$ cat config.mk
export PLATFORM = sky130hd
export DESIGN_NAME = all_ones_square_finder_core
export DESIGN_NICKNAME = d
export VERILOG_FILES = /design/src/hw/rtl/aosf_pkg.sv /design/src/hw/rtl/aosf_front.sv /design/src/hw/rtl/aosf_queue.sv /design/src/hw/rtl/aosf_back.sv /design/src/hw/rtl/all_ones_square_finder_core.sv
export SDC_FILE = /design/constraint.sdc
export NUM_CORES = 2
export LEC_CHECK = 0
export ABC_AREA = 1
export CORE_ASPECT_RATIO = 1.5
export CORE_MARGIN = 3
export CORE_UTILIZATION = 40
export DETAILED_ROUTE_END_ITERATION = 8
export DONT_BUFFER_PORTS = 1
export HOLD_SLACK_MARGIN = 0.12
export SYNTH_ARGS = -nofsm -noshare
export SYNTH_HDL_FRONTEND = slang
export SYNTH_SLANG_ARGS = --single-unit
$ cat constraint.sdc
create_clock -name clk_i -period 21.5 [get_ports clk_i]
set_clock_uncertainty 0.2 [all_clocks]
set_input_delay 4.3 -clock clk_i [delete_from_list [all_inputs] [get_ports clk_i]]
set_output_delay 4.3 -clock clk_i [all_outputs]
set_load 0.05 [all_outputs]
$ cat src/hw/rtl/aosf_pkg.sv
package aosf_pkg;

  localparam int CFG_W = 9;
  localparam int COORD_W = 8;
  localparam int DATA_W = 32;
  localparam int ADDR_W = 3;

  typedef struct packed {
    logic pixel;
    logic col_zero;
    logic row_zero;
    logic end_mat;
  } item_flags_t;

  typedef enum logic [0:0] {
    REG_MATRIX_SIDE = 1'b0,
    REG_SQUARE_SIDE = 1'b1
  } reg_idx_e;

  typedef enum logic [1:0] {
    CLR_BUSY = 2'b01,
    CLR_DONE = 2'b10
  } clr_state_e;

endpackage

$ cat src/hw/rtl/aosf_front.sv
module aosf_front #(
  parameter int IDXW = 8
) (
  input  logic                      clk_i,
  input  logic                      rst_ni,
  input  logic                      in_valid_i,
  input  logic                      pixel_i,
  output logic                      in_stall_o,
  input  logic                      clear_busy_i,
  input  logic                      q_full_i,
  input  logic [aosf_pkg::CFG_W-1:0] n_side_i,
  output logic                      push_o,
  output aosf_pkg::item_flags_t     flags_o,
  output logic [IDXW-1:0]           row_o,
  output logic [IDXW-1:0]           col_o
);
  import aosf_pkg::*;

  logic [IDXW-1:0] row_q, row_d;
  logic [IDXW-1:0] col_q, col_d;
  logic            end_row;
  logic            end_mat;

  // position compares against N-1 with N >= 1
  assign end_row = (32'(col_q) + 32'd1) >= 32'(n_side_i);
  assign end_mat = end_row && ((32'(row_q) + 32'd1) >= 32'(n_side_i));

  assign in_stall_o = q_full_i || clear_busy_i;
  assign push_o     = in_valid_i && !in_stall_o;

  assign flags_o.pixel    = pixel_i;
  assign flags_o.col_zero = (col_q == '0);
  assign flags_o.row_zero = (row_q == '0);
  assign flags_o.end_mat  = end_mat;
  assign row_o = row_q;
  assign col_o = col_q;

  always_comb begin
    row_d = row_q;
    col_d = col_q;
    if (push_o) begin
      if (end_row) begin
        col_d = '0;
        row_d = end_mat ? '0 : row_q + 1'b1;
      end else begin
        col_d = col_q + 1'b1;
      end
    end
  end

  always_ff @(posedge clk_i or negedge rst_ni) begin
    if (!rst_ni) begin
      row_q <= '0;
      col_q <= '0;
    end else begin
      row_q <= row_d;
      col_q <= col_d;
    end
  end

endmodule

$ cat src/hw/rtl/aosf_queue.sv
module aosf_queue #(
  parameter int W     = 20,
  parameter int DEPTH = 4
) (
  input  logic         clk_i,
  input  logic         rst_ni,
  input  logic         push_i,
  input  logic [W-1:0] data_i,
  output logic         full_o,
  input  logic         pop_i,
  output logic         valid_o,
  output logic [W-1:0] data_o
);
  localparam int PW = (DEPTH > 1) ? $clog2(DEPTH) : 1;
  localparam int CW = $clog2(DEPTH + 1);

  logic [W-1:0]  slots_q [DEPTH];
  logic [PW-1:0] wr_ptr_q, rd_ptr_q;
  logic [CW-1:0] count_q;

  function automatic logic [PW-1:0] next_ptr(input logic [PW-1:0] p);
    return (32'(p) == DEPTH - 1) ? '0 : p + 1'b1;
  endfunction

  assign full_o  = (32'(count_q) == DEPTH);
  assign valid_o = (count_q != '0);
  assign data_o  = slots_q[rd_ptr_q];

  always_ff @(posedge clk_i) begin
    if (push_i) begin
      slots_q[wr_ptr_q] <= data_i;
    end
  end

  always_ff @(posedge clk_i or negedge rst_ni) begin
    if (!rst_ni) begin
      wr_ptr_q <= '0;
      rd_ptr_q <= '0;
      count_q  <= '0;
    end else begin
      if (push_i) wr_ptr_q <= next_ptr(wr_ptr_q);
      if (pop_i) rd_ptr_q <= next_ptr(rd_ptr_q);
      if (push_i && !pop_i) begin
        count_q <= count_q + 1'b1;
      end else if (pop_i && !push_i) begin
        count_q <= count_q - 1'b1;
      end
    end
  end

endmodule

$ cat src/hw/rtl/aosf_back.sv
module aosf_back #(
  parameter int MAX_SIDE = 256,
  parameter int IDXW     = 8
) (
  input  logic                         clk_i,
  input  logic                         rst_ni,
  input  logic                         q_valid_i,
  input  aosf_pkg::item_flags_t        q_flags_i,
  input  logic [IDXW-1:0]              q_row_i,
  input  logic [IDXW-1:0]              q_col_i,
  output logic                         pop_o,
  input  logic [aosf_pkg::CFG_W-1:0]   m_side_i,
  output logic                         clear_busy_o,
  output logic                         out_valid_o,
  input  logic                         out_stall_i,
  output logic                         found_o,
  output logic [aosf_pkg::COORD_W-1:0] corner_row_o,
  output logic [aosf_pkg::COORD_W-1:0] corner_col_o,
  output logic                         last_pixel_o
);
  import aosf_pkg::*;

  localparam int CW = (IDXW > CFG_W) ? IDXW : CFG_W;

  clr_state_e  clr_state_q, clr_state_d;
  logic [IDXW-1:0] clr_cnt_q;

  logic [CFG_W-1:0] heights_mem [MAX_SIDE];
  logic [CFG_W-1:0] rdata_q;

  logic             b_valid_q;
  item_flags_t      b_flags_q;
  logic [IDXW-1:0]  b_row_q, b_col_q;
  logic [CFG_W-1:0] run_q;

  logic             b_adv;
  logic [CFG_W-1:0] prev_run, run_next, prev_h, h_next;
  logic             found;
  logic             mem_we;
  logic [IDXW-1:0]  mem_waddr;
  logic [CFG_W-1:0] mem_wdata;

  logic             out_valid_q;
  logic             found_q, last_q;
  logic [COORD_W-1:0] corner_row_q, corner_col_q;

  assign clear_busy_o = (clr_state_q == CLR_BUSY);

  // clearing pass after reset: steps through every column of the height store, then stays done
  always_comb begin
    clr_state_d = clr_state_q;
    unique case (clr_state_q)
      CLR_BUSY: if (32'(clr_cnt_q) == MAX_SIDE - 1) clr_state_d = CLR_DONE;
      CLR_DONE: clr_state_d = CLR_DONE;
      default:  clr_state_d = CLR_BUSY;
    endcase
  end

  assign b_adv = b_valid_q && (!out_valid_q || !out_stall_i);
  assign pop_o = q_valid_i && !clear_busy_o && (!b_valid_q || b_adv);

  // run and height update, both saturating at M
  always_comb begin
    prev_run = b_flags_q.col_zero ? '0 : run_q;
    if (!b_flags_q.pixel) begin
      run_next = '0;
    end else begin
      run_next = (prev_run >= m_side_i) ? m_side_i : prev_run + 1'b1;
    end
    prev_h = b_flags_q.row_zero ? '0 : rdata_q;
    if (run_next >= m_side_i) begin
      h_next = (prev_h >= m_side_i) ? m_side_i : prev_h + 1'b1;
    end else begin
      h_next = '0;
    end
    found = (h_next >= m_side_i);
  end

  assign mem_we    = clear_busy_o || b_adv;
  assign mem_waddr = clear_busy_o ? clr_cnt_q : b_col_q;
  assign mem_wdata = clear_busy_o ? '0 : h_next;

  // read issued with the pop; a write to the same column in that cycle is bypassed
  always_ff @(posedge clk_i) begin
    if (mem_we) begin
      heights_mem[mem_waddr] <= mem_wdata;
    end
    if (pop_o) begin
      if (b_adv && (b_col_q == q_col_i)) begin
        rdata_q <= h_next;
      end else begin
        rdata_q <= heights_mem[q_col_i];
      end
    end
  end

  always_ff @(posedge clk_i) begin
    if (pop_o) begin
      b_flags_q <= q_flags_i;
      b_row_q   <= q_row_i;
      b_col_q   <= q_col_i;
    end
    if (b_adv) begin
      found_q      <= found;
      last_q       <= b_flags_q.end_mat;
      corner_row_q <= found ? COORD_W'(CW'(b_row_q) - CW'(m_side_i) + 1'b1) : '0;
      corner_col_q <= found ? COORD_W'(CW'(b_col_q) - CW'(m_side_i) + 1'b1) : '0;
    end
  end

  always_ff @(posedge clk_i or negedge rst_ni) begin
    if (!rst_ni) begin
      clr_state_q <= CLR_BUSY;
      clr_cnt_q   <= '0;
      b_valid_q   <= 1'b0;
      run_q       <= '0;
      out_valid_q <= 1'b0;
    end else begin
      clr_state_q <= clr_state_d;
      if (clear_busy_o) clr_cnt_q <= clr_cnt_q + 1'b1;
      if (pop_o) begin
        b_valid_q <= 1'b1;
      end else if (b_adv) begin
        b_valid_q <= 1'b0;
      end
      if (b_adv) run_q <= run_next;
      if (b_adv) begin
        out_valid_q <= 1'b1;
      end else if (!out_stall_i) begin
        out_valid_q <= 1'b0;
      end
    end
  end

  assign out_valid_o  = out_valid_q;
  assign found_o      = found_q;
  assign corner_row_o = corner_row_q;
  assign corner_col_o = corner_col_q;
  assign last_pixel_o = last_q;

  a_no_work_in_clear: assert property (@(posedge clk_i) disable iff (!rst_ni)
    clear_busy_o |-> (!b_valid_q && !out_valid_q))
    else $error("item in flight during clearing pass");

  a_clear_ends: assert property (@(posedge clk_i) disable iff (!rst_ni)
    $fell(clear_busy_o) |-> (clr_cnt_q == IDXW'(MAX_SIDE % (1 << IDXW))))
    else $error("clearing pass ended early");

  a_height_sat: assert property (@(posedge clk_i) disable iff (!rst_ni)
    b_adv |-> ((h_next <= m_side_i) && (run_next <= m_side_i)))
    else $error("count above square side");

  a_result_follows: assert property (@(posedge clk_i) disable iff (!rst_ni)
    b_adv |=> (out_valid_q && (last_q == $past(b_flags_q.end_mat))))
    else $error("result not loaded");

endmodule

$ cat src/hw/rtl/all_ones_square_finder_core.sv
// Channel  Direction  Handshake                Payload
// in       sink       in_valid_i / in_stall_o  pixel_i
// out      source     out_valid_o / out_stall_i found_o, corner_row_o, corner_col_o, last_pixel_o
// cfg      APB slave  psel/penable/pwrite      paddr, pwdata, prdata (matrix_side, square_side)
//
// One item per clock sustained while out_stall_i is low; an accepted item passes the queue, the
// back-end stage and the output register before its result is valid. The per-column height
// store is read-modify-written as items pass, with a bypass for same-column back-to-back writes.
// After reset a clearing pass zeroes all MAX_SIDE entries of the height store; in_stall_o is
// high meanwhile. A four-entry queue lets the input side keep accepting while the output
// is stalled.
module all_ones_square_finder_core #(
  parameter int MAX_SIDE = 256
) (
  input  logic                          clk_i,
  input  logic                          rst_ni,
  input  logic                          in_valid_i,
  output logic                          in_stall_o,
  input  logic                          pixel_i,
  output logic                          out_valid_o,
  input  logic                          out_stall_i,
  output logic                          found_o,
  output logic [aosf_pkg::COORD_W-1:0]  corner_row_o,
  output logic [aosf_pkg::COORD_W-1:0]  corner_col_o,
  output logic                          last_pixel_o,
  input  logic                          psel,
  input  logic                          penable,
  input  logic                          pwrite,
  input  logic [aosf_pkg::ADDR_W-1:0]   paddr,
  input  logic [aosf_pkg::DATA_W-1:0]   pwdata,
  output logic [aosf_pkg::DATA_W-1:0]   prdata,
  output logic                          pready
);
  import aosf_pkg::*;

  localparam int IDXW  = (MAX_SIDE > 1) ? $clog2(MAX_SIDE) : 1;
  localparam int QW    = $bits(item_flags_t) + 2 * IDXW;
  localparam int QDEPTH = 4;

  logic [CFG_W-1:0] matrix_side_q, square_side_q;
  logic [CFG_W-1:0] n_side, m_side;
  reg_idx_e         reg_idx;
  logic             cfg_we;

  logic             push, pop, q_full, q_valid, clear_busy;
  item_flags_t      f_flags, q_flags;
  logic [IDXW-1:0]  f_row, f_col, q_row, q_col;
  logic [QW-1:0]    q_dout;

  assign pready  = 1'b1;
  assign reg_idx = reg_idx_e'(paddr[2]);
  assign cfg_we  = psel && penable && pwrite && pready;

  always_comb begin
    prdata = '0;
    unique case (reg_idx)
      REG_MATRIX_SIDE: prdata = DATA_W'(matrix_side_q);
      REG_SQUARE_SIDE: prdata = DATA_W'(square_side_q);
      default:         prdata = '0;
    endcase
  end

  always_ff @(posedge clk_i or negedge rst_ni) begin
    if (!rst_ni) begin
      matrix_side_q <= CFG_W'(256);
      square_side_q <= CFG_W'(2);
    end else if (cfg_we) begin
      unique case (reg_idx)
        REG_MATRIX_SIDE: matrix_side_q <= pwdata[CFG_W-1:0];
        REG_SQUARE_SIDE: square_side_q <= pwdata[CFG_W-1:0];
        default: ;
      endcase
    end
  end

  // zero counts as one, anything above MAX_SIDE as MAX_SIDE
  function automatic logic [CFG_W-1:0] clamp_side(input logic [CFG_W-1:0] v);
    if (v == '0) return CFG_W'(1);
    if (32'(v) > MAX_SIDE) return CFG_W'(MAX_SIDE);
    return v;
  endfunction

  assign n_side = clamp_side(matrix_side_q);
  assign m_side = clamp_side(square_side_q);

  aosf_front #(
    .IDXW (IDXW)
  ) u_front (
    .clk_i        (clk_i),
    .rst_ni       (rst_ni),
    .in_valid_i   (in_valid_i),
    .pixel_i      (pixel_i),
    .in_stall_o   (in_stall_o),
    .clear_busy_i (clear_busy),
    .q_full_i     (q_full),
    .n_side_i     (n_side),
    .push_o       (push),
    .flags_o      (f_flags),
    .row_o        (f_row),
    .col_o        (f_col)
  );

  aosf_queue #(
    .W     (QW),
    .DEPTH (QDEPTH)
  ) u_queue (
    .clk_i   (clk_i),
    .rst_ni  (rst_ni),
    .push_i  (push),
    .data_i  ({f_flags, f_row, f_col}),
    .full_o  (q_full),
    .pop_i   (pop),
    .valid_o (q_valid),
    .data_o  (q_dout)
  );

  assign q_flags = item_flags_t'(q_dout[QW-1 -: $bits(item_flags_t)]);
  assign q_row   = q_dout[2*IDXW-1 -: IDXW];
  assign q_col   = q_dout[IDXW-1:0];

  aosf_back #(
    .MAX_SIDE (MAX_SIDE),
    .IDXW     (IDXW)
  ) u_back (
    .clk_i        (clk_i),
    .rst_ni       (rst_ni),
    .q_valid_i    (q_valid),
    .q_flags_i    (q_flags),
    .q_row_i      (q_row),
    .q_col_i      (q_col),
    .pop_o        (pop),
    .m_side_i     (m_side),
    .clear_busy_o (clear_busy),
    .out_valid_o  (out_valid_o),
    .out_stall_i  (out_stall_i),
    .found_o      (found_o),
    .corner_row_o (corner_row_o),
    .corner_col_o (corner_col_o),
    .last_pixel_o (last_pixel_o)
  );

endmodule

==> reports/qor.csv <==
stage;metric;value;unit
outcome;status;completed;
finish;fin nets;9967;
clocking;CTS sink cnt;2493;
yosys;Post-synth EDFFs;2431;
worst_setup_path;FF-to-FF End;u_back.heights_mem[11][4];
timing;Setup TNS;0;ns
finish;end-of-flow core utilization;44.0;%
die;die area;0.282;sq mm
clocking;CTS tree;yes;
clocking;post_cts resized;0;
timing;Tcrit/Tclk final;44.4;%
worst_setup_path;worst setup path endpoint;prdata[5];
yosys;main flop type after synthesis;edfxtp_1;
timing;unrepaired setup endpoints after global routing;no;
worst_setup_path;RR Startpoint;square_side_q[1];
worst_setup_path;crit-path cells;o21ai_1;
worst_setup_path;Critical Path Start;paddr[2];
die;Die Y;649;microns
timing;final number of hold-violating endpoints;0;
worst_setup_path;required time of the critical path;17.00;ns
yosys;Synth top cells by count;edfxtp_1, nand2_1, nand3_1, inv_1, nand3b_1;
pwr;Leakage;45.5;nW
finish;Layout area overhead;9.08;%
worst_setup_path;Crit-path slowest cell;o21ai_1;
worst_setup_path;slack of the worst reg-to-reg path;12.63;ns
global_route;largest net degree at the start of global routing;209;
routing;final WL;302;mm
place;Placer Congestion;0.836;
timing;relative slew slack;11.9;%
timing;fin crit period;9.54;ns
worst_setup_path;CP Depth;1;
worst_setup_path;reg2reg path depth;28;
worst_setup_path;CP Max Fanout;20;
clocking;CTS buffer count;225;
min_path;min-delay src;u_back.b_flags_q[0];
yosys;top cell type's share of synthesized area;66.2;%
routing;first drt pass iteration count;6;
timing;max-slew violations;0;
yosys;count leader, synth;edfxtp_1;
clocking;Worst-path clk slew;0.07;ns
global_route;antenna violations before repair;6;
global_route;grt ovf;0;
routing;vias;73000;
clocking;Clock Latency Late Sink;0.89;ns
clocking;Root Buffer;clkbuf_16;
timing;Worst Tran Pin Value;1.32;ns
worst_setup_path;Worst Setup Path Type;in2out;
worst_setup_path;delay-heaviest family, CP;compound AO/OA/AOI/OAI gates;
place;area of placed instances;0.113;sq mm
finish;share of cells above drive strength 1;4.92;%
routing;drt via density;5.34;
die;Die W;435;microns
routing;Starting DRT DRC Count;7197;
routing;WL/cell;22.1;microns
yosys;Synth area leaders;edfxtp_1, nand3_1, nand2_1, inv_1, nand3b_1;
die;cell row count;235;
place;number of I/O port buffers;0;
global_route;first-pass GRT wire length;448;mm
die;# IOs;96;
timing;FMAX;105;MHz
yosys;Async SR Flop Fraction;2.49;%
clocking;Setup Fix Bufs, Post-CTS;0;
place;post-DP HPWL;168;mm
die;core box area;0.274;sq mm
yosys;area leader, netlist;edfxtp_1;
yosys;Synth cell types;39;
die;initial core utilization;40.3;%
yosys;register area share after synthesis;67.6;%
place;pre-CTS setup slack;11.96;ns
routing;Post-route DRC;0;
clocking;Post-CTS Hold Fix Bufs;0;
yosys;Cells after Synth;10100;
clocking;H-tree levels;4;
pwr;total power per unit cell area;79.4;mW/mm^2
yosys;#FFs+latches synth;2493;
worst_setup_path;startpoint types;input pin;
worst_setup_path;max incr delay on CP;0.74;ns
run;MaxCap Viol Count;0;
worst_setup_path;crit end category;output port;
timing;setup ws final;11.96;ns
pwr;VDD IR max;64.4;uV
finish;fin area;0.120;sq mm
worst_setup_path;WP data arrival;5.04;ns
routing;antenna viol nets, final;0;
timing;final setup fails;0;
global_route;gr usage total;20.7;%
yosys;syn avg cell area;10.9;sq um
clocking;largest buffer count on any clock path;4;
yosys;Synth Cell Area;0.110;sq mm
yosys;Yosys warnings;0;
worst_setup_path;CP bufs+invs;0;
min_path;Hold WC Path Type;reg2reg;
global_route;number of global-route vias before repair;70500;
==> cells in the final DEF (no fill, tap or decap), types with 9 or more instances in the layout <==
cell        Yosys  routed
a21oi_1        56      56
buf_12          0      14
buf_4          76     104
bufinv_16       0      24
clkbuf_1      280      44
clkbuf_16       0     229
clkinv_1        4      45
clkinv_2        0      42
clkinvlp_4      0       9
conb_1          2      24
dfrtp_1        59      59
edfxtp_1     2431    2431
ha_1           94      94
inv_1        1171    1169
nand2_1      2320    2299
nand2_2         1      17
nand3_1      1824    1822
nand3b_1      562     562
nand4_1        10      10
nor2_1        403     397
nor3_1         18      11
o211ai_1      123     123
o21ai_0       277     267
o21ai_1         9      18
o22ai_1        17      17
xor2_1         29      29
==> kinds of logic after synthesis <==
logic type,after synthesis,synth area share [%]
AO/OA/AOI/OAI,494,2.57
other,2,0.00681
adder cells (fa/ha/maj),97,1.12
buffers and inverters,1836,6.82
XOR/XNOR,36,0.286
AND/OR/NAND/NOR,5156,21.6
flip-flops,2493,67.6
==> area by class of cell <==
class	instances	area (sq um)
flip-flops and latches	2493	74600
fillers	25200	153000
clock buffers	274	5910
repair buffers	118	1060
clock inverters	126	1240
well taps	3673	4600
multi-input cells	5807	28500
diodes	3	7.51
inverters	1182	4460
==> through the flow <==
stage                     cells  total power [mW]  hold WS (ns)
after global placement    13300              5.65         0.248
final                     13700              9.55         0.260
after floorplan           10100              5.59         0.200
after global routing      13700              9.82         0.270
after detailed placement  13300              5.65         0.240
after CTS                 13700              9.62         0.268
==> state kept, by name, summed over array words and instances (netlist names), 2 cells and up <==
name,flops
u_back.b_col_q,8
u_back.run_q,9
u_back.corner_col_o,8
u_back.corner_row_o,8
matrix_side_q,9
u_back.heights_mem,2304
u_queue.wr_ptr_q,2
u_front.col_o,8
u_queue.slots_q,80
u_front.row_o,8
u_back.rdata_q,9
u_back.b_row_q,8
u_back.clr_state_q,2
u_queue.rd_ptr_q,2
u_back.b_flags_q,4
u_back.clr_cnt_q,8
u_queue.count_q,3
square_side_q,9
==> worst min path at each step <==
stage,to,depth (start not counted)
finish,u_back.last_pixel_o,0
floorplan,u_back.last_pixel_o,0
global placement,u_back.last_pixel_o,0
global route,u_back.last_pixel_o,0
detailed placement,u_back.last_pixel_o,0
CTS,u_back.last_pixel_o,0
==> power by group <==
| group | switching, mW | internal (mW) | total, mW |
|---|---|---|---|
| registers | 0.0126 | 5.27 | 5.28 |
| clock network | 1.77 | 2.24 | 4.01 |
| logic | 0.178 | 0.0835 | 0.261 |
| total | 1.96 | 7.59 | 9.55 |
==> layer usage <==
| layer | share of wire (%) | GRT usage [%] |
|---|---|---|
| met1 | 38 | 25.5 |
| met2 | 50 | 35.7 |
| met3 | 6.7 | 2.87 |
| met4 | 5.2 | 10.2 |
| met5 | 0.0043 | 0 |
Note: power is estimated with default switching activity, not from simulation.
